<file path="src/ilist_pkg.sv">
// Shared constants, types and codes for the indexed word list.
`timescale 1ns / 1ps

package ilist_pkg;

    // List geometry
    localparam int DEPTH      = 64;
    localparam int DATA_WIDTH = 32;

    // Transaction field widths
    localparam int MODE_W   = 3;
    localparam int POS_W    = 6;
    localparam int VALUE_W  = 32;
    localparam int STATUS_W = 2;
    localparam int LEN_W    = 7;

    localparam int IN_FIELDS_W  = MODE_W + POS_W + VALUE_W;
    localparam int IN_TDATA_W   = ((IN_FIELDS_W + 7) / 8) * 8;
    localparam int OUT_FIELDS_W = STATUS_W + VALUE_W + 1 + POS_W + LEN_W;
    localparam int OUT_TDATA_W  = ((OUT_FIELDS_W + 7) / 8) * 8;

    // Count and comparison widths
    localparam int CNT_W = $clog2(DEPTH + 1);
    localparam int CMP_W = ((POS_W > CNT_W) ? POS_W : CNT_W) + 1;

    // Reduction tree: cells are gathered in groups of eight
    localparam int GROUP_SIZE = 8;
    localparam int GROUP_W    = $clog2(GROUP_SIZE);
    localparam int NUM_GROUPS = (DEPTH + GROUP_SIZE - 1) / GROUP_SIZE;
    localparam int GRP_IDX_W  = (NUM_GROUPS > 1) ? $clog2(NUM_GROUPS) : 1;
    localparam int NUM_SLOTS  = NUM_GROUPS * GROUP_SIZE;

    // Operation codes
    typedef enum logic [MODE_W-1:0] {
        OP_INSERT      = 3'd0,
        OP_APPEND      = 3'd1,
        OP_READ        = 3'd2,
        OP_WRITE       = 3'd3,
        OP_REMOVE      = 3'd4,
        OP_REMOVE_LAST = 3'd5,
        OP_FIND        = 3'd6
    } t_op;

    // Status codes
    typedef enum logic [STATUS_W-1:0] {
        ST_OK    = 2'd0,
        ST_RANGE = 2'd1,
        ST_FULL  = 2'd2,
        ST_EMPTY = 2'd3
    } t_status;

    // Sequencer states
    typedef enum logic [1:0] {
        S_IDLE,
        S_EXEC,
        S_REDUCE
    } t_state;

    // Per-cell control from the sequencer
    typedef struct packed {
        logic load;        // take the operand word
        logic take_left;   // shift up: take the lower neighbor
        logic take_right;  // shift down: take the upper neighbor
        logic in_list;     // cell holds a live entry
        logic sel;         // cell drives the read bus
        logic find_en;     // compare against the operand
    } t_cell_ctrl;

endpackage

</file>
<file path="src/ilist_group.sv">
// Registered reduction over eight cells: read bus OR and first-match encode.
`timescale 1ns / 1ps

module ilist_group (
    input  logic                                                     i_clk,
    input  logic                                                     i_en,
    input  logic [ilist_pkg::GROUP_SIZE-1:0][ilist_pkg::DATA_WIDTH-1:0] i_rd_data,
    input  logic [ilist_pkg::GROUP_SIZE-1:0]                         i_match,
    output logic [ilist_pkg::DATA_WIDTH-1:0]                         o_rd_data,
    output logic                                                     o_any,
    output logic [ilist_pkg::GROUP_W-1:0]                            o_first
);

    logic [ilist_pkg::DATA_WIDTH-1:0] n_rd_data;
    logic [ilist_pkg::GROUP_W-1:0]    n_first;
    logic [ilist_pkg::DATA_WIDTH-1:0] r_rd_data;
    logic                             r_any;
    logic [ilist_pkg::GROUP_W-1:0]    r_first;

    // At most one cell is selected, so an OR merges the read bus.
    // Scan from the top so the lowest match wins.
    always_comb begin
        n_rd_data = '0;
        n_first   = '0;
        for (int k = ilist_pkg::GROUP_SIZE - 1; k >= 0; k--) begin
            n_rd_data = n_rd_data | i_rd_data[k];
            if (i_match[k]) begin
                n_first = ilist_pkg::GROUP_W'(k);
            end
        end
    end

    // Capture in the execute cycle; hold while the result waits
    always_ff @(posedge i_clk) begin
        if (i_en) begin
            r_rd_data <= n_rd_data;
            r_any     <= |i_match;
            r_first   <= n_first;
        end
    end

    assign o_rd_data = r_rd_data;
    assign o_any     = r_any;
    assign o_first   = r_first;

endmodule

</file>
<file path="config.mk">
export PLATFORM = sky130hd
export DESIGN_NAME = ilist_group
export DESIGN_NICKNAME = d
export VERILOG_FILES = /design/src/ilist_pkg.sv /design/src/ilist_group.sv
export SDC_FILE = /design/constraint.sdc
export NUM_CORES = 1
export LEC_CHECK = 0
export BUFFER_PORTS_ARGS = -buffer_cell sky130_fd_sc_hd__clkbuf_2
export CAP_MARGIN = 20
export CELL_PAD_IN_SITES_DETAIL_PLACEMENT = 0
export CELL_PAD_IN_SITES_GLOBAL_PLACEMENT = 1
export CORE_AREA = 2 2 116 118
export DETAILED_ROUTE_END_ITERATION = 6
export DIE_AREA = 0 0 118 120
export PLACE_DENSITY = 0.7
export SETUP_SLACK_MARGIN = 0.3
export SLEW_MARGIN = 25
export SYNTH_ARGS = -nofsm -noshare
export SYNTH_HDL_FRONTEND = slang
export SYNTH_SLANG_ARGS = --single-unit
</file>
<file path="constraint.sdc">
create_clock -name i_clk -period 1.05 [get_ports i_clk]
set_clock_uncertainty 0.2 [all_clocks]
set_input_delay 0.105 -clock i_clk [delete_from_list [all_inputs] [get_ports i_clk]]
set_output_delay 0.105 -clock i_clk [all_outputs]
set_load 0.03 [all_outputs]
</file>
# --- Word level (Yosys, flattened, before mapping) ---
# Cells that the tools add are included.
# W data, S select, Z words.
op_classes:
  bitwise_logic: 7
  mux: 7
  reduce_logical: 3
op_table:
  columns: ["operator", "n"]
  rows:
  - ["$or A32 B32 Y32", 7]
  - ["$mux W3", 4]
  - ["$reduce_or A8 Y1", 1]
  - ["$mux W2", 2]
  - ["$reduce_or A4 Y1", 1]
  - ["$reduce_or A2 Y1", 1]
  - ["$mux W1", 1]
totals:
  ff_bits: 36
  elab_cells: 22

# --- Depth between registers and ports, before layout ---
# Gate-level depths: netlist of the first run.
depth:
  ltp_word: 7
  mapped_depth: 3

# --- Least setup slack after synthesis of the first run ---
# OpenSTA, ideal clock, no wires.
synth_timing:
  path_type: "input-to-reg"
  startpoint: "in i_match[5] (netlist name)"
  endpoint: "reg r_any, in the netlist o_any, data pin"
  arrival_ps: 487
  setup_time_ps: 264
  cell_stages: 2
  required_ps: 586
  slack_ps: 98
  n_path_buf: 0
  cell_sequence: "nor4_1 > nand2_1"
synth_between:
  elab_chain_len: 1
synth_rtl:
  columns: ["item", "line", "rtl"]
  rows:
  - ["start: declaration", "ilist_group.sv:8", "input logic [ilist_pkg::GROUP_SIZE-1:0] i_match,"]
  - ["$reduce_or A8 Y1", "ilist_group.sv:37", "r_any <= |i_match;"]
  - ["end signal: assignment", "ilist_group.sv:37", null]
  - ["end: declaration", "ilist_group.sv:17", "logic r_any;"]
# Every way passes these cells.
# A chain may end at the register's enable or synchronous reset.

# --- Worst setup path after layout of the first run ---
layout_timing:
  startpoint: "reg r_rd_data, in the netlist o_rd_data[23]"
  endpoint: "out o_rd_data[23] (netlist name)"
layout_rtl:
  columns: ["item", "line", "rtl"]
  rows:
  - ["start: declaration", "ilist_group.sv:16", "logic [ilist_pkg::DATA_WIDTH-1:0] r_rd_data;"]
  - ["start signal: assignment", "ilist_group.sv:36", "r_rd_data <= n_rd_data;"]
  - ["end: declaration", "ilist_group.sv:9", "output logic [ilist_pkg::DATA_WIDTH-1:0] o_rd_data,"]
# No word-level cell between the ends.

==> impl_metrics.xml, run 1 <==
<?xml version="1.0" encoding="UTF-8"?>
<metrics>
  <group name="die">
    <metric name="start_util" unit="%">13.0</metric>
    <metric name="die_w" unit="um">118</metric>
    <metric name="floorplan.die_area" unit="um2">14200</metric>
    <metric name="placement_rows" unit="">42</metric>
    <metric name="floorplan.io_pins" unit="">302</metric>
    <metric name="dieHeight" unit="um">120</metric>
    <metric name="fp.coreArea" unit="um2">13000</metric>
  </group>
  <group name="setup_path">
    <metric name="critPathTopFamily" unit="">flip-flops</metric>
    <metric name="critical_path.max_fanout" unit="">1</metric>
    <metric name="cp_data_required_time" unit="ps">740</metric>
    <metric name="crit_path_start_kind" unit="">flip-flop</metric>
    <metric name="cpMaxStageDelayCell" unit="">edfxtp_1</metric>
    <metric name="max_stage_delay" unit="ps">430</metric>
    <metric name="critPathBufInv" unit="">1</metric>
    <metric name="critical_path_arrival" unit="ps">870</metric>
    <metric name="end_kind" unit="">primary output</metric>
    <metric name="path_cells" unit="">buf_8</metric>
    <metric name="category_of_the_critical_setup_timing_path" unit="">flip-flop to primary output</metric>
  </group>
  <group name="route">
    <metric name="met3WireLength" unit="um">774</metric>
    <metric name="vias" unit="">2545</metric>
    <metric name="detail_route.first_pass.iterations" unit="">2</metric>
    <metric name="wl_met1" unit="mm">2.72</metric>
    <metric name="drcViolationCount" unit="">0</metric>
    <metric name="wl_met2" unit="mm">4.66</metric>
    <metric name="postRouteAntennaNets" unit="">0</metric>
    <metric name="routed_wire_length_per_instance" unit="um">13.0</metric>
    <metric name="maxUsedRoutingLayer" unit="">met4</metric>
    <metric name="initialDrtViolationCount" unit="">49</metric>
    <metric name="drt-total-wl" unit="mm">8.27</metric>
    <metric name="viasPerCell" unit="">4.01</metric>
  </group>
  <group name="timing">
    <metric name="final_worst_path_cycle_share" unit="%">112</metric>
    <metric name="timing.final.setup_violations" unit="">36</metric>
    <metric name="setup_repair_after_global_routing_missed_its_margin" unit="">yes</metric>
    <metric name="setup_ws" unit="ps">-125</metric>
    <metric name="slew_viol_final" unit="">0</metric>
    <metric name="timing.slew.headroom" unit="%">80.3</metric>
    <metric name="finalCriticalPeriod" unit="ps">1170</metric>
    <metric name="max_freq" unit="MHz">851</metric>
    <metric name="hold_violations" unit="">36</metric>
    <metric name="whs" unit="ps">-115</metric>
    <metric name="max_slew.worst_pin.slew" unit="ps">292</metric>
  </group>
  <group name="power">
    <metric name="power" unit="mW">4.42</metric>
    <metric name="power_density_of_the_placed_cells" unit="nW/um2">916</metric>
    <metric name="static-leakage-power" unit="nW">2.02</metric>
    <metric name="power.ir.vdd_worst" unit="mV">0.509</metric>
  </group>
  <group name="place">
    <metric name="dp.final_hpwl" unit="mm">7.53</metric>
    <metric name="portBuffers" unit="">301</metric>
    <metric name="gp_routability_congestion" unit="">0.833</metric>
    <metric name="dp_cells" unit="">626</metric>
  </group>
  <group name="run_status">
    <metric name="violations" unit="">negative hold slack, negative setup slack</metric>
    <metric name="run_status" unit="">finished, violations left</metric>
  </group>
  <group name="layout">
    <metric name="finish.utilization" unit="%">37.2</metric>
    <metric name="post_layout_nonfiller_instances" unit="">634</metric>
    <metric name="insertedDiodeCount" unit="">0</metric>
    <metric name="post_route_cells_drive_above_1_share" unit="%">83.2</metric>
    <metric name="nNetsFinal" unit="">723</metric>
    <metric name="area_delta_synth_final" unit="%">187</metric>
  </group>
  <group name="clock_tree">
    <metric name="clock_tree.htree_level_count" unit="">2</metric>
    <metric name="cts_buffers" unit="">5</metric>
    <metric name="clk_root_buffer_cell" unit="">clkbuf_16</metric>
    <metric name="clock_sinks" unit="">36</metric>
    <metric name="clock_path_buffers" unit="">2</metric>
    <metric name="cts_tree" unit="">built</metric>
    <metric name="clk_transition_reported_paths" unit="ps">50</metric>
    <metric name="postCtsSetupRepairBufs" unit="">0</metric>
  </group>
  <group name="synthesis">
    <metric name="synth.lib_cells_used.distinct" unit="">12</metric>
    <metric name="synth_area_leaders" unit="">edfxtp_1 64%, nor4_1 24%, nand2_1 7.4%</metric>
    <metric name="synth_top_cell_by_area" unit="">edfxtp_1</metric>
    <metric name="synthDominantCellAreaShare" unit="%">64.3</metric>
    <metric name="synthTopCellsByCount" unit="">65 x nor4_1, 36 x edfxtp_1, 33 x nand2_1, 2 x nor2_1, 2 x nor2b_1</metric>
    <metric name="synth_nets" unit="">411</metric>
    <metric name="synthesis.area_per_instance" unit="um2">11.6</metric>
    <metric name="ys.warnings.count" unit="">0</metric>
    <metric name="synth_area" unit="um2">1680</metric>
    <metric name="synth-async-reset-ratio" unit="%">0</metric>
    <metric name="synth-seq-area-share" unit="%">64.3</metric>
    <metric name="synth_enable_flop_cells" unit="">36</metric>
    <metric name="ys_dominant_reg_cell" unit="">edfxtp_1</metric>
    <metric name="postSynthCellCount" unit="">145</metric>
    <metric name="ys_seq_elements" unit="">36</metric>
    <metric name="synth_most_common_cell" unit="">nor4_1</metric>
  </group>
  <group name="grt">
    <metric name="grt_max_degree" unit="">20</metric>
    <metric name="grt.overflow.total" unit="">0</metric>
    <metric name="first_global_vias" unit="">2733</metric>
    <metric name="globalRouteTotalUtil" unit="%">11.3</metric>
    <metric name="antenna_found_initial" unit="">0</metric>
    <metric name="first_pass_grt_wire_length" unit="mm">12.5</metric>
  </group>
  <group name="min_path">
    <metric name="worst_hold_path.endpoint" unit="">o_rd_data[17]</metric>
    <metric name="hold_start" unit="">i_rd_data[17]</metric>
    <metric name="hold_path_class" unit="">input port to flip-flop</metric>
    <metric name="worstHoldPathCells" unit="">3</metric>
  </group>
  <group name="run">
    <metric name="cap_violations" unit="">0</metric>
  </group>
</metrics>
-- cells in the final DEF (no fill, tap or decap), drive strengths merged --
cell type  instances
clkbuf           290
edfxtp            36
o41ai              1
clkinv             3
nor2               2
inv                1
o21bai             1
o21ai              1
nand2             33
buf               20
nor4              66
a21oi              1
nor2b              2
a211oi             1
-- worst max path at each step --
| stage | cells after the start | endpoint | startpoint |
|---|---|---|---|
| after floorplan | 2 | o_any | i_match[5] |
| after global placement | 3 | o_any | i_match[5] |
| after detailed placement | 2 | o_first[0] | i_match[4] |
| after CTS | 1 | o_rd_data[19] | o_rd_data[19] |
| after global routing | 1 | o_rd_data[19] | o_rd_data[19] |
| final | 1 | o_rd_data[23] | o_rd_data[23] |
-- flip-flops by register name (all words and copies together) (netlist names) --
signal and count:
o_rd_data 32, o_any 1, o_first 3
-- report_power, final --
part	total, mW	internal (mW)	switching (mW)
Sequential	1.69	1.66	0.0340
Clock	1.41	0.861	0.547
Combinational	1.32	0.690	0.626
Total	4.42	3.21	1.21
-- cell families after synthesis --
logic type / after synthesis / share of synthesized area (%)
buffers and inverters: 1 / 0.223
DFF: 36 / 64.3
and+or+nand+nor: 103 / 33.5
AOI/OAI and AO/OA: 5 / 2.01
-- stage by stage --
step	cell area (um2)	hold WS [ps]	setup TNS (ps)	setup WS (ps)
global placement	4180	171	-70.9	-32.5
global route	4820	-111	-4020	-164
CTS	4680	-124	-3420	-143
detailed placement	4180	169	-159	-98.6
finish	4820	-115	-2830	-125
floorplan	2390	17.5	0	167
-- worst min-delay path, cell delays in order --
cell	delay, ps
buf_6	70
nor4_4	30
nand2_1	40
-- cell type report --
type                       instances  area (um2)
inverter                           1        3.75
multi-input combinational        108        1390
sequential                        36        1080
clock buffer                       5         125
fill                            1281        8160
tap                              176         220
clock inverter                     3        13.8
timing repair buffer             305        1990
-- per-layer routing --
layer / vias to the layer above / track usage, %
li1: 1236 / -
met1: 1134 / 10.8
met2: 170 / 22.7
met3: 5 / 3.33
met4: 0 / 3.61
met5: - / 0
-- what timing repair did --
action,4_1_cts,5_1_grt
gates resized for setup,81,37
endpoints found under the setup margin,40,51
endpoints found under the hold margin,36,35
pin swaps,2,23
Note: power is estimated with default switching activity, not from simulation.
==> inputs of run 2 (changes only) <==
--- a/config.mk
+++ b/config.mk
@@ -12,7 +12,7 @@
 export CORE_AREA = 2 2 116 118
 export DETAILED_ROUTE_END_ITERATION = 6
 export DIE_AREA = 0 0 118 120
-export PLACE_DENSITY = 0.7
+export PLACE_DENSITY_LB_ADDON = 0.15
 export SETUP_SLACK_MARGIN = 0.3
 export SLEW_MARGIN = 25
 export SYNTH_ARGS = -nofsm -noshare
==> impl_metrics.xml, run 2 (synthesized netlist as in run 1, its figures left out) <==
<?xml version="1.0" encoding="UTF-8"?>
<metrics>
  <group name="power">
    <metric name="static-leakage-power" unit="nW">2.01</metric>
    <metric name="combPwrFrac" unit="%">29.7</metric>
    <metric name="power.ir.vdd_worst" unit="mV">0.444</metric>
    <metric name="share_of_power_burned_in_registers" unit="%">37.9</metric>
    <metric name="power_switching_share" unit="%">27.8</metric>
    <metric name="internal_power" unit="mW">3.22</metric>
    <metric name="power_density_of_the_placed_cells" unit="nW/um2">922</metric>
    <metric name="power" unit="mW">4.46</metric>
    <metric name="switchingPower" unit="mW">1.24</metric>
    <metric name="clock_power_share" unit="%">32.5</metric>
  </group>
  <group name="layout">
    <metric name="insertedDiodeCount" unit="">0</metric>
    <metric name="final_common_cell" unit="">clkbuf_2</metric>
    <metric name="nNetsFinal" unit="">722</metric>
    <metric name="finish.utilization" unit="%">37.3</metric>
    <metric name="layout.cells.most_common_list" unit="">251 x clkbuf_2, 46 x nor4_4, 36 x edfxtp_1, 33 x nand2_1, 33 x clkbuf_8</metric>
    <metric name="area_delta_synth_final" unit="%">188</metric>
    <metric name="post_route_cells_drive_above_1_share" unit="%">82.7</metric>
    <metric name="largest_register_ffs" unit="">32</metric>
  </group>
  <group name="grt">
    <metric name="globalRouteTotalUtil" unit="%">12.3</metric>
    <metric name="first_pass_grt_wire_length" unit="mm">13.5</metric>
    <metric name="first_global_vias" unit="">2735</metric>
    <metric name="antenna_found_initial" unit="">0</metric>
    <metric name="grt.overflow.total" unit="">0</metric>
    <metric name="grt_max_degree" unit="">19</metric>
  </group>
  <group name="die">
    <metric name="start_util" unit="%">13.0</metric>
    <metric name="floorplan.io_pins" unit="">302</metric>
    <metric name="dieHeight" unit="um">120</metric>
    <metric name="placement_rows" unit="">42</metric>
    <metric name="die_w" unit="um">118</metric>
    <metric name="fp.coreArea" unit="um2">13000</metric>
    <metric name="floorplan.die_area" unit="um2">14200</metric>
  </group>
  <group name="timing">
    <metric name="final_worst_path_cycle_share" unit="%">109</metric>
    <metric name="setup_ws" unit="ps">-95.8</metric>
    <metric name="slew_viol_final" unit="">0</metric>
    <metric name="timing.final.setup_violations" unit="">36</metric>
    <metric name="finalCriticalPeriod" unit="ps">1150</metric>
    <metric name="timing.slew.headroom" unit="%">82.7</metric>
    <metric name="whs" unit="ps">-115</metric>
    <metric name="hold_violations" unit="">36</metric>
    <metric name="setup_repair_after_global_routing_missed_its_margin" unit="">yes</metric>
    <metric name="max_freq" unit="MHz">873</metric>
    <metric name="max_slew.worst_pin.slew" unit="ps">257</metric>
  </group>
  <group name="route">
    <metric name="viasPerCell" unit="">3.98</metric>
    <metric name="initialDrtViolationCount" unit="">53</metric>
    <metric name="detail_route.first_pass.iterations" unit="">4</metric>
    <metric name="drcViolationCount" unit="">0</metric>
    <metric name="drt-total-wl" unit="mm">9.02</metric>
    <metric name="vias" unit="">2522</metric>
    <metric name="postRouteAntennaNets" unit="">0</metric>
    <metric name="routed_wire_length_per_instance" unit="um">14.2</metric>
  </group>
  <group name="place">
    <metric name="portBuffers" unit="">301</metric>
    <metric name="dp.final_hpwl" unit="mm">7.98</metric>
    <metric name="gp_routability_congestion" unit="">0.761</metric>
  </group>
  <group name="clock_tree">
    <metric name="cts_buffers" unit="">5</metric>
    <metric name="clk_root_buffer_cell" unit="">clkbuf_16</metric>
    <metric name="clock_sinks" unit="">36</metric>
    <metric name="clk_transition_reported_paths" unit="ps">60</metric>
    <metric name="cts_tree" unit="">built</metric>
    <metric name="clock_path_buffers" unit="">2</metric>
    <metric name="clock_tree.htree_level_count" unit="">2</metric>
  </group>
  <group name="run_status">
    <metric name="violations" unit="">negative hold slack, negative setup slack</metric>
    <metric name="run_status" unit="">finished, violations left</metric>
  </group>
  <group name="setup_path">
    <metric name="category_of_the_critical_setup_timing_path" unit="">flip-flop to primary output</metric>
    <metric name="cp_data_required_time" unit="ps">740</metric>
    <metric name="path_cells" unit="">buf_8</metric>
    <metric name="max_stage_delay" unit="ps">400</metric>
    <metric name="crit_path_start_kind" unit="">flip-flop</metric>
    <metric name="critical_path.max_fanout" unit="">1</metric>
    <metric name="critPathTopFamily" unit="">flip-flops</metric>
    <metric name="end_kind" unit="">primary output</metric>
    <metric name="cpMaxStageDelayCell" unit="">edfxtp_1</metric>
    <metric name="critical_path_arrival" unit="ps">840</metric>
    <metric name="critPathBufInv" unit="">1</metric>
  </group>
  <group name="run">
    <metric name="cap_violations" unit="">0</metric>
  </group>
  <group name="min_path">
    <metric name="hold_path_class" unit="">input port to flip-flop</metric>
  </group>
</metrics>
## run 2: changes by cell type in the layout (fill, tap and decap cells not counted), sizes merged
cell    previous run  this run
clkbuf           290       291
clkinv             3         1
## run 2: worst paths after layout
check / startpoint / to / cells past startpoint
setup / recovery: o_rd_data[16] / o_rd_data[16] / 1
hold / removal: i_rd_data[130] / o_rd_data[2] / 3
## run 2: timing repair
action                                  CTS  global route
endpoints found under the hold margin    36            36
endpoints found under the setup margin   39            53
pin swaps                                 2            24
cloned                                    0             0
buffers inserted                          1             0
gates resized for setup                  74            52
## run 2: per-layer routing
metal | share of wire (%) | global-route usage [%]
met1 | 34 | 12.8
met2 | 57 | 23.4
met3 | 6.2 | 3.33
met4 | 2.4 | 4.82
met5 | 0 | 0
## run 2: metrics by stage
stage          setup WS, ps  std cells  setup TNS (ps)  area [um2]  hold slack (ps)
2_1_floorplan           167        145               0        2390             17.5
3_3_place_gp          -52.6        624           -85.2        4160              172
3_5_place_dp          -57.9        624            -122        4160              173
4_1_cts                -120        633           -3430        4630             -127
5_1_grt                -138        633           -4070        4840             -113
6_report              -95.8        633           -2760        4840             -115
## run 2: final cells by class
cell class / instances / area [um2]
Clock buffer: 7 / 133
Clock inverter: 1 / 3.75
Fill cell: 1332 / 8140
Inverter: 1 / 3.75
Multi-Input combinational cell: 108 / 1430
Sequential cell: 36 / 1080
Tap cell: 176 / 220
Timing Repair Buffer: 304 / 1970
## run 2: tightest hold or removal path, cell delays in order
cell	delay, ps
clkbuf_2	80
nor4_2	30
nand2_1	40
## run 2: power by group through the flow
| stage | sequential [mW] | combinational (mW) | clock, mW |
|---|---|---|---|
| floorplan | 1.88 | 0.126 | 0 |
| global placement | 1.71 | 1.11 | 0 |
| detailed placement | 1.71 | 1.13 | 0 |
| CTS | 1.69 | 1.25 | 1.54 |
| global route | 1.70 | 1.41 | 1.60 |
| finish | 1.69 | 1.32 | 1.45 |
