[src/ilist_pkg.sv]
// Shared constants, types and codes for the indexed word list.
`timescale 1ns / 1ps

package ilist_pkg;

    // List geometry
    localparam int DEPTH      = 64;
    localparam int DATA_WIDTH = 32;

    // Transaction field widths
    localparam int MODE_W   = 3;
    localparam int POS_W    = 6;
    localparam int VALUE_W  = 32;
    localparam int STATUS_W = 2;
    localparam int LEN_W    = 7;

    localparam int IN_FIELDS_W  = MODE_W + POS_W + VALUE_W;
    localparam int IN_TDATA_W   = ((IN_FIELDS_W + 7) / 8) * 8;
    localparam int OUT_FIELDS_W = STATUS_W + VALUE_W + 1 + POS_W + LEN_W;
    localparam int OUT_TDATA_W  = ((OUT_FIELDS_W + 7) / 8) * 8;

    // Count and comparison widths
    localparam int CNT_W = $clog2(DEPTH + 1);
    localparam int CMP_W = ((POS_W > CNT_W) ? POS_W : CNT_W) + 1;

    // Reduction tree: cells are gathered in groups of eight
    localparam int GROUP_SIZE = 8;
    localparam int GROUP_W    = $clog2(GROUP_SIZE);
    localparam int NUM_GROUPS = (DEPTH + GROUP_SIZE - 1) / GROUP_SIZE;
    localparam int GRP_IDX_W  = (NUM_GROUPS > 1) ? $clog2(NUM_GROUPS) : 1;
    localparam int NUM_SLOTS  = NUM_GROUPS * GROUP_SIZE;

    // Operation codes
    typedef enum logic [MODE_W-1:0] {
        OP_INSERT      = 3'd0,
        OP_APPEND      = 3'd1,
        OP_READ        = 3'd2,
        OP_WRITE       = 3'd3,
        OP_REMOVE      = 3'd4,
        OP_REMOVE_LAST = 3'd5,
        OP_FIND        = 3'd6
    } t_op;

    // Status codes
    typedef enum logic [STATUS_W-1:0] {
        ST_OK    = 2'd0,
        ST_RANGE = 2'd1,
        ST_FULL  = 2'd2,
        ST_EMPTY = 2'd3
    } t_status;

    // Sequencer states
    typedef enum logic [1:0] {
        S_IDLE,
        S_EXEC,
        S_REDUCE
    } t_state;

    // Per-cell control from the sequencer
    typedef struct packed {
        logic load;        // take the operand word
        logic take_left;   // shift up: take the lower neighbor
        logic take_right;  // shift down: take the upper neighbor
        logic in_list;     // cell holds a live entry
        logic sel;         // cell drives the read bus
        logic find_en;     // compare against the operand
    } t_cell_ctrl;

endpackage

[src/ilist_cell.sv]
// One storage cell of the list: holds a word, shifts with its neighbors, compares.
`timescale 1ns / 1ps

module ilist_cell (
    input  logic                               i_clk,
    input  logic                               i_rst_n,
    input  ilist_pkg::t_cell_ctrl              i_ctrl,
    input  logic [ilist_pkg::DATA_WIDTH-1:0]   i_value,
    input  logic [ilist_pkg::DATA_WIDTH-1:0]   i_left,
    input  logic [ilist_pkg::DATA_WIDTH-1:0]   i_right,
    output logic [ilist_pkg::DATA_WIDTH-1:0]   o_data,
    output logic [ilist_pkg::DATA_WIDTH-1:0]   o_rd_data,
    output logic                               o_match
);

    logic [ilist_pkg::DATA_WIDTH-1:0] r_data;

    // Stored word: load, shift up or shift down
    always_ff @(posedge i_clk) begin
        if (!i_rst_n) begin
            r_data <= '0;
        end else if (i_ctrl.load) begin
            r_data <= i_value;
        end else if (i_ctrl.take_left) begin
            r_data <= i_left;
        end else if (i_ctrl.take_right) begin
            r_data <= i_right;
        end
    end

    assign o_data    = r_data;
    assign o_rd_data = i_ctrl.sel ? r_data : '0;
    assign o_match   = i_ctrl.find_en && i_ctrl.in_list && (r_data == i_value);

endmodule

[config.mk]
export PLATFORM = sky130hd
export DESIGN_NAME = ilist_cell
export DESIGN_NICKNAME = d
export VERILOG_FILES = /design/src/ilist_pkg.sv /design/src/ilist_cell.sv
export SDC_FILE = /design/constraint.sdc
export NUM_CORES = 1
export LEC_CHECK = 0
export ABC_AREA = 1
export BUFFER_PORTS_ARGS = -buffer_cell sky130_fd_sc_hd__buf_4
export CORE_MARGIN = 8
export CORE_UTILIZATION = 39
export DETAILED_ROUTE_END_ITERATION = 6
export MAX_ROUTING_LAYER = met4
export PLACE_DENSITY_LB_ADDON = 0.1
export SYNTH_ARGS = -nofsm -noshare
export SYNTH_HDL_FRONTEND = slang
export SYNTH_SLANG_ARGS = --single-unit
[constraint.sdc]
create_clock -name i_clk -period 0.95 [get_ports i_clk]
set_input_delay 0.095 -clock i_clk [delete_from_list [all_inputs] [get_ports i_clk]]
set_output_delay 0.095 -clock i_clk [all_outputs]
set_load 0.05 [all_outputs]
# == Word-level counts from Yosys, hierarchy flattened ==
# Index checks and enable logic that the tools add are counted.
# word_totals
register_bits,32
romBits,0
mem_bits_rw,0
latch_bits,0
mem_count,0
elab_cells,9
# classes
eq_ne,1
n_mux,4
reduce_logical,3
n_bitwise,0
shift,0
n_addsub,0
n_mul,0
order_cmp,0
div_mod_pow,0
# op_table
op,count
2-to-1 mux 32 bit,4
== test 32 bit,1
nonzero test 3 bit,1
logical AND 1 bit,2

# == Longest topological paths before layout ==
# Gate-level depths: netlist of run 1.
# depth
word_depth,3
mapped_depth,8

# == Worst setup path after synthesis of run 1 ==
# OpenSTA, ideal clock, no wires.
# synth_timing
path_kind,reg2out
start,register r_data (netlist bit o_data[1])
end,output o_match
slack_ns,-1.066
stages_incl_launch_ff,8
required_time_ns,0.855
t_arrival_ns,1.921
path_cell_list,dfxtp_1 inv_1 nand2_1 o21ai_0 or2_2 nor2_1 nand3_1 nor2_1
# synth_between
elab_chain_cells,2
# synth_rtl
element,line,text
"start, declared",ilist_cell.sv:16,logic [ilist_pkg::DATA_WIDTH-1:0] r_data;
"start signal, assigned",ilist_cell.sv:23,r_data <= i_value;
"start signal, assigned",ilist_cell.sv:25,r_data <= i_left;
"start signal, assigned",ilist_cell.sv:27,r_data <= i_right;
== test 32 bit,ilist_cell.sv:33,assign o_match = i_ctrl.find_en && i_ctrl.in_list && (r_data == i_value);
logical AND 1 bit,ilist_cell.sv:33,
"end, declared",ilist_cell.sv:13,output logic o_match
# No other way between the ends.

# == Worst setup path in the final report of run 1 ==
# layout_timing
start,register r_data (netlist bit o_data[19])
end,output o_match
# Same word-level chain as after synthesis.

==> out/metrics.cfg, run 1 <==
[sta]
finClkSkew_ps=0
timing.hold.ws_ps=52.9
setup_tns_ps=-8850
drv_slew=0
post-route-period-util=1.74
max_freq_mhz=605
finalHoldViolations=0
setup_violations=65
min_period_ps=1650
relSlewSlack=0.590
worst_slew_pin_slew_ps=614
rsz0062_at_grt=yes
final.setup.worst_slack_ps=-703

[synth]
post-synth-top-area-cell=nand2_1
syn_avg_cell_area_sq_um=5.72
syn_nets=558
async_flop_share=0
synthCells=454
synthDistinctLibCells=31
synth.ff_latch_count=32
synth_area_sq_mm=0.00259
yosys-top-cells-area=nand2_1 25%, dfxtp_1 25%, inv_1 16%
synth_edf_count=0
yosysSeqAreaShare=0.247
synth_top_area_share=0.249
synthFlopType=dfxtp_1
yosys_warnings=0

[layout]
layout_commonest_cell=nand2_1
seqCellArea_sq_um=731
multi_input_area_sq_mm=0.00167
final_core_util=0.875
largest_reg_flops=32
drive_above_1_share=0.555
final.fill_count=352
diodes=0
finalInstanceArea_sq_mm=0.00559
final_cell_mix=139 x nand2_1, 131 x buf_4, 73 x inv_1
area_delta_synth_final_pct=115
fin_nets=790
final_cells=764

[global_route]
grt_pass1_wl_um=18600
grt_pass1_vias=3981
grt_start_max_net_pins=33
antenna_found_initial=0
grt.total_usage=0.240
grt-ovfl-total=0

[place]
hpwl_um=8590
placedInstanceArea_sq_mm=0.00452
dp.cells=744
io_buffers=168
place_congestion=0.801

[route]
wl_per_cell_um=16.4
routed_wl_um=12500
post-route-drc-count=0
vias=3799
ant_nets=0
drt_first_iter_violations=138
post_drt_via_cell_ratio=4.97
dr.pass1.iters=4

[setup_path]
cp_max_fo=3
reg2regPathDepth=4
worstSetupPathType=flop to primary output
cp.required_ps=850
endpoint_kind=primary output
cp-start-kind=flop
arrival_ps=1560

[clock_tree]
cts_hold_buf=0
cts_root_buf=clkbuf_8
cts_tree=yes
numCtsBuffers=5
cts_buffer_depth=2
cts.reportedPaths.clkPinSlew_ps=70
clock_latency_ps=290
h-tree-depth=2
clock-sinks=32

[power]
combPwrFrac=0.528
power.density_mw_per_mm2=972
p_leak_nw=2.97
internal_power_mw=3.29
p_seq_frac=0.281
p_switching_mw=2.14
power_frac_clock=0.191
ir_drop_uv=781
sw_frac_of_total=0.395

[run_status]
violations=setup timing
outcome=complete, but fails checks

[die]
ioPinCount=169
die_area_sq_mm=0.00952
num_rows=29
core-area_sq_mm=0.00639
fp.dieH_um=97.6
die_w_um=97.6
initial_utilization=0.406

[hold_path]
holdCritPathClass=input pin to flop
whs_path_depth=3

[job]
maxCapViolations=0

[cell families (layout without fill, tap and decap cells)]
kind of cell,after synthesis,after routing,share of synthesized area
xor gates and xnor gates,5,5,0.0169
muxes,9,9,0.0405
buffers and inverters,130,363,0.211
AOI/OAI and AO/OA,71,71,0.176
DFF,32,32,0.247
and+or+nand+nor,207,207,0.309
[synthesized netlist by cell type (4+ instances only)]
master,n
a21oi_1,9
a31oi_1,18
buf_2,5
buf_6,5
clkbuf_1,7
dfxtp_1,32
inv_1,108
mux2_2,8
nand2_1,172
nand3_1,4
nor2_1,25
o211ai_1,19
o21ai_0,11
o221ai_1,4
o22ai_1,8
xor2_1,4
[worst paths after layout]
| path | start | end | slack [ps] |
|---|---|---|---|
| worst min-delay path | i_rst_n | o_data[24] | 50 |
| worst min register to register | o_data[27] | o_data[27] | 620 |
| worst max register to register | o_data[3] | o_data[3] | 40 |
| worst max-delay path | o_data[19] | o_match | -700 |
[final cells by class]
cell class | instances | area share
inverter | 111 | 0.0833
clock inverter | 3 | 0.00246
multi-input combinational | 292 | 0.299
clock buffer | 5 | 0.0123
timing repair buffer | 244 | 0.455
tap | 77 | 0.0172
sequential | 32 | 0.131
[through the flow]
| step | total power, mW | setup WS [ps] |
|---|---|---|
| global route | 5.69 | -789 |
| finish | 5.43 | -703 |
| detailed placement | 3.80 | -435 |
| CTS | 5.21 | -654 |
| global placement | 3.76 | -458 |
| floorplan | 2.76 | -399 |
[what timing repair did]
item | in CTS | in global routing
resized for setup | 183 | 102
setup endpoints to repair | 65 | 67
pin swaps | 9 | 10
buffers inserted | 5 | 32
[power by group through the flow]
stage	logic, mW	clock network (mW)	registers [mW]
after global placement	2.23	0	1.53
after floorplan	0.860	0	1.90
after detailed placement	2.26	0	1.54
after CTS	2.64	1.05	1.52
after global routing	3.04	1.11	1.53
final	2.87	1.04	1.53
[worst max-delay path, cell delays in order, from the launching register on]
cell	delay, ps
dfxtp_4	360
inv_1	40
nand2_1	80
nand2_1	50
nor2_1	110
nand2_1	70
nor2_2	110
nand3_2	120
nor2_4	150
buf_8	160
[routing by layer]
metal	global-route usage	part of all wire	vias to the layer above
met3	0.0519	0.068	29
met4	0.0571	0.024	0
met1	0.256	0.37	1761
li1	-	-	1850
met5	-	0	-
met2	0.436	0.54	159
No activity file was read; power rests on OpenSTA's default activity.
==> run 2: changes to the inputs <==
--- a/config.mk
+++ b/config.mk
@@ -12,6 +12,7 @@
 export DETAILED_ROUTE_END_ITERATION = 6
 export MAX_ROUTING_LAYER = met4
 export PLACE_DENSITY_LB_ADDON = 0.1
+export SKIP_LAST_GASP = 1
 export SYNTH_ARGS = -nofsm -noshare
 export SYNTH_HDL_FRONTEND = slang
 export SYNTH_SLANG_ARGS = --single-unit
==> out/metrics.cfg, run 2 (synthesis results as in run 1) <==
[die]
core-area_sq_mm=0.00639  ; unchanged
initial_utilization=0.406  ; unchanged
die_w_um=97.6  ; unchanged
fp.dieH_um=97.6  ; unchanged
die_area_sq_mm=0.00952  ; unchanged
ioPinCount=169  ; unchanged
num_rows=29  ; unchanged

[sta]
final.setup.worst_slack_ps=-775  ; was -703 ps
worst_slew_pin_slew_ps=589  ; was 614 ps
post-route-period-util=1.82  ; was 1.74
min_period_ps=1720  ; was 1650 ps
drv_slew=0  ; unchanged
setup_violations=65  ; unchanged
rsz0062_at_grt=yes  ; unchanged
setup_tns_ps=-9170  ; was -8850 ps
relSlewSlack=0.607  ; was 0.590
max_freq_mhz=580  ; was 605 MHz
finClkSkew_ps=0  ; unchanged
finalHoldViolations=0  ; unchanged

[run_status]
violations=setup timing  ; unchanged
outcome=complete, but fails checks  ; unchanged

[clock_tree]
cts_tree=yes  ; unchanged
cts_buffer_depth=2  ; unchanged
clock-sinks=32  ; unchanged
numCtsBuffers=5  ; unchanged
clock_latency_ps=290  ; about the same
h-tree-depth=2  ; unchanged
cts_root_buf=clkbuf_8  ; unchanged
cts.reportedPaths.clkPinSlew_ps=70  ; about the same

[setup_path]
cp_cell_sequence=inv_1 > nand2_1 > nand2_1 > nor2_1 > nand2_1 > nor2_2 > nand3_2 > nor2_4 > buf_8  ; unchanged
reg2regPathDepth=4  ; unchanged
cp-start-kind=flop  ; unchanged
cpMostUsedCell=nand2_1  ; unchanged
slowest_stage=dfxtp_4  ; unchanged
worstSetupPathType=flop to primary output  ; unchanged
cp_max_fo=3  ; unchanged
cp.required_ps=850  ; about the same
endpoint_kind=primary output  ; unchanged
arrival_ps=1630  ; was 1560 ps
cpPeakStageDelay_ps=360  ; about the same

[global_route]
grt_pass1_wl_um=18600  ; unchanged
antenna_found_initial=0  ; unchanged
grt_pass1_vias=3981  ; unchanged
grt-ovfl-total=0  ; unchanged
grt.total_usage=0.240  ; unchanged
grt_start_max_net_pins=33  ; unchanged

[hold_path]
holdCritPathClass=input pin to flop  ; unchanged
whs_path_depth=3  ; unchanged

[layout]
diodes=0  ; unchanged
largest_reg_flops=32  ; unchanged
fin_nets=791  ; was 790
area_delta_synth_final_pct=115  ; about the same
drive_above_1_share=0.551  ; was 0.555
layout_commonest_cell=nand2_1  ; unchanged
final_cell_mix=141 x nand2_1, 131 x buf_4, 74 x inv_1  ; was 139 x nand2_1, 131 x buf_4, 73 x inv_1

[power]
p_seq_frac=0.281  ; about the same
power.density_mw_per_mm2=975  ; was 972 mW/mm^2
ir_drop_uv=796  ; was 781 uV
internal_power_mw=3.29  ; about the same
p_switching_mw=2.15  ; was 2.14 mW
finalPower_mw=5.44  ; was 5.43 mW
sw_frac_of_total=0.396  ; was 0.395
power_frac_clock=0.191  ; about the same
combPwrFrac=0.528  ; about the same
p_leak_nw=2.96  ; was 2.97 nW

[route]
routed_wl_um=12700  ; was 12,500 um
post-route-drc-count=0  ; unchanged
post_drt_via_cell_ratio=5.03  ; was 4.97
drt_first_iter_violations=168  ; was 138
wl_per_cell_um=16.6  ; was 16.4 um
dr.pass1.iters=5  ; was 4
vias=3847  ; was 3,799
ant_nets=0  ; unchanged

[place]
io_buffers=168  ; unchanged
place_congestion=0.801  ; unchanged
hpwl_um=8590  ; unchanged
dp_worst_setup_slack_ps=-435  ; unchanged

[job]
maxCapViolations=0  ; unchanged

[run 2: changes by cell type in the layout (fill, tap and decap cells not counted), sizes merged]
cell,before,now
buf,244,245
[run 2: repair_timing]
item,CTS,global route
hold buffers,0,0
buffers inserted,5,32
pin swaps,8,10
endpoints found under the hold margin,0,0
endpoints found under the setup margin,65,67
resized for setup,182,97
[run 2: through the flow]
step | instances | area, sq um | utilization | hold WS [ps]
floorplan | 454 | 2740 | - | 192
global placement | 744 | 4520 | 0.708 | 339
detailed placement | 744 | 4520 | 0.708 | 346
CTS | 753 | 5270 | 0.825 | 47.9
global route | 765 | 5580 | 0.874 | 73.1
finish | 765 | 5580 | 0.874 | 52.7
[run 2: final cells by class]
cell class | count | area [sq um]
repair buffers | 245 | 2550
clock inverters | 3 | 13.8
clock buffers | 5 | 68.8
multi-input cells | 292 | 1650
fillers | 350 | 805
well taps | 77 | 96.3
flip-flops and latches | 32 | 731
inverters | 111 | 465
[run 2: path summary, 6_finish.rpt]
| path | end | startpoint | slack (ps) |
|---|---|---|---|
| hold reg to reg | o_data[27] | o_data[27] | 620 |
| setup reg to reg | o_data[3] | o_data[3] | 30 |
| hold / removal | o_data[24] | i_rst_n | 50 |
| setup / recovery | o_match | o_data[19] | -770 |
[run 2: critical path, delay by kind of cell, from the launching register on]
| family | cells | cell delay (ps) |
|---|---|---|
| buffers and inverters | 2 | 200 |
| DFF | 1 | 360 |
| and+or+nand+nor | 7 | 760 |
[run 2: power by group through the flow]
stage,Sequential (mW),Clock [mW],Combinational (mW)
floorplan,1.90,0,0.860
global placement,1.53,0,2.23
detailed placement,1.54,0,2.26
global route,1.54,1.11,3.05
finish,1.53,1.04,2.87
CTS,1.52,1.05,2.63
[run 2: layer usage]
metal	global-route usage	part of all wire	wire length, um
met1	0.256	0.37	4650
met2	0.436	0.54	6830
met3	0.0519	0.075	961
met4	0.0571	0.023	297
met5	-	0	0
==> run 3: changes to the inputs <==
--- a/config.mk
+++ b/config.mk
@@ -7,7 +7,8 @@
 export LEC_CHECK = 0
 export ABC_AREA = 1
 export BUFFER_PORTS_ARGS = -buffer_cell sky130_fd_sc_hd__buf_4
-export CORE_MARGIN = 8
+export CAP_MARGIN = 30
+export CORE_MARGIN = 4
 export CORE_UTILIZATION = 39
 export DETAILED_ROUTE_END_ITERATION = 6
 export MAX_ROUTING_LAYER = met4
==> out/metrics.cfg, run 3 (synthesis results as in run 1) <==
[run_status]
outcome=complete, but fails checks  ; unchanged
violations=setup timing  ; unchanged

[clock_tree]
numCtsBuffers=5  ; unchanged
cts_root_buf=clkbuf_8  ; unchanged
cts.reportedPaths.clkPinSlew_ps=70  ; about the same
cts_hold_buf=0  ; unchanged
clock_latency_ps=280  ; was 290 ps
cts_tree=yes  ; unchanged
clock-sinks=32  ; unchanged
cts_buffer_depth=2  ; unchanged
h-tree-depth=2  ; unchanged

[route]
routed_wl_um=12000  ; was 12,700 um
vias=3881  ; was 3,847
post-route-drc-count=0  ; unchanged
post_drt_via_cell_ratio=5.05  ; was 5.03
ant_nets=0  ; unchanged
drt_first_iter_violations=172  ; was 168
wl_per_cell_um=15.6  ; was 16.6 um
dr.pass1.iters=4  ; was 5

[sta]
min_period_ps=1580  ; was 1720 ps
drv_slew=0  ; unchanged
finClkSkew_ps=0  ; unchanged
timing.hold.ws_ps=49.2  ; was 52.7 ps
setup_tns_ps=-8430  ; was -9170 ps
post-route-period-util=1.66  ; was 1.82
rsz0062_at_grt=yes  ; unchanged
setup_violations=66  ; was 65
worst_slew_pin_slew_ps=562  ; was 589 ps
relSlewSlack=0.626  ; was 0.607
finalHoldViolations=0  ; unchanged
max_freq_mhz=633  ; was 580 MHz
final.setup.worst_slack_ps=-630  ; was -775 ps

[die]
die_w_um=89.6  ; was 97.6 um
fp.dieH_um=89.6  ; was 97.6 um
num_rows=29  ; unchanged
die_area_sq_mm=0.00802  ; was 0.00952 sq mm
ioPinCount=169  ; unchanged
initial_utilization=0.404  ; was 0.406
core-area_sq_mm=0.00642  ; was 0.00639 sq mm

[global_route]
grt-ovfl-total=0  ; unchanged
grt_pass1_wl_um=16900  ; was 18,600 um
grt.total_usage=0.280  ; was 0.240
grt_start_max_net_pins=33  ; unchanged
antenna_found_initial=1  ; was 0
grt_pass1_vias=3876  ; was 3,981

[setup_path]
cp-start-kind=flop  ; unchanged
r2r_start=o_data[28]  ; was o_data[3]
r2r-end=o_data[28]  ; was o_data[3]
endpoint_kind=primary output  ; unchanged
reg2regPathDepth=5  ; was 4
worstSetupPathType=flop to primary output  ; unchanged
cp_max_fo=3  ; unchanged
r2r_slack_ps=-20  ; was 30 ps
arrival_ps=1480  ; was 1630 ps
cp.required_ps=850  ; about the same

[hold_path]
holdCritPathClass=input pin to flop  ; unchanged
whs_path_depth=3  ; unchanged
hp-start=i_rst_n  ; unchanged
min_delay_worst_endpoint=o_data[31]  ; was o_data[24]

[job]
maxCapViolations=0  ; unchanged

[place]
dp_worst_setup_slack_ps=-397  ; was -435 ps
hpwl_um=8030  ; was 8590 um
place_congestion=0.897  ; was 0.801
dp.cells=746  ; was 744
io_buffers=168  ; unchanged

[layout]
largest_reg_flops=32  ; unchanged
final_cells=769  ; was 765
fin_nets=794  ; was 791
area_delta_synth_final_pct=116  ; was 115%
final_cell_mix=141 x nand2_1, 133 x buf_4, 76 x inv_1  ; was 141 x nand2_1, 131 x buf_4, 74 x inv_1
drive_above_1_share=0.541  ; was 0.551
layout_commonest_cell=nand2_1  ; unchanged
final.fill_count=353  ; was 350

[power]
p_switching_mw=2.11  ; was 2.15 mW
finalPower_mw=5.49  ; was 5.44 mW
power_frac_clock=0.199  ; was 0.191
p_leak_nw=2.98  ; was 2.96 nW
ir_drop_uv=585  ; was 796 uV
power.density_mw_per_mm2=980  ; was 975 mW/mm^2
internal_power_mw=3.38  ; was 3.29 mW
sw_frac_of_total=0.385  ; was 0.396
p_seq_frac=0.279  ; was 0.281
combPwrFrac=0.522  ; was 0.528

run 3: worst max path at each step:
| stage | depth (start not counted) | slack (ps) | from | endpoint |
|---|---|---|---|---|
| detailed placement | 9 | -400 | o_data[9] | o_match |
| finish | 9 | -630 | o_data[9] | o_match |
| global route | 9 | -720 | o_data[2] | o_match |
| global placement | 9 | -380 | o_data[9] | o_match |
| floorplan | 7 | -400 | o_data[1] | o_match |
| CTS | 8 | -620 | o_data[1] | o_match |
run 3: stage by stage:
step,area (sq um),util
3_3_place_gp,4530,0.705
2_1_floorplan,2740,-
5_1_grt,5600,0.872
4_1_cts,5260,0.819
3_5_place_dp,4530,0.705
6_report,5600,0.872
run 3: worst max-delay path: stages, from the launching register on:
cell     delay (ps)
dfxtp_4         360
inv_1            50
nand2_1          50
nand2_1          80
nor2_2          120
nand2_1          60
nor2_1          120
nand3_2         110
nor2_4          100
buf_8           150
run 3: repair_timing:
action / in CTS / in global routing
cloned: 0 / 0
pin swaps: 9 / 3
endpoints found under the setup margin: 66 / 68
endpoints found under the hold margin: 0 / 0
buffers inserted: 7 / 29
resized for setup: 172 / 100
run 3: metal layers:
layer / share of wire / wire length [um] / GRT usage / vias up
li1: - / - / - / 1863
met1: 0.35 / 4230 / 0.293 / 1826
met2: 0.55 / 6640 / 0.521 / 158
met3: 0.067 / 806 / 0.0493 / 34
met4: 0.027 / 325 / 0.0961 / 0
met5: 0 / 0 / - / -
run 3: cell type report:
cell class | instances | area [sq um] | area share
antenna | 1 | 2.50 | 0.000447
clock buffer | 7 | 86.3 | 0.0154
clock inverter | 1 | 3.75 | 0.000670
inverter | 111 | 463 | 0.0827
multi-input combinational | 292 | 1650 | 0.294
sequential | 32 | 733 | 0.131
tap | 77 | 96.3 | 0.0172
timing repair buffer | 248 | 2570 | 0.458
run 3: power by group through the flow:
stage	clock [mW]	combinational, mW	sequential [mW]
5_1_grt	1.18	3.03	1.54
4_1_cts	1.11	2.62	1.52
3_3_place_gp	0	2.22	1.53
3_5_place_dp	0	2.25	1.54
6_report	1.09	2.87	1.53
2_1_floorplan	0	0.860	1.90
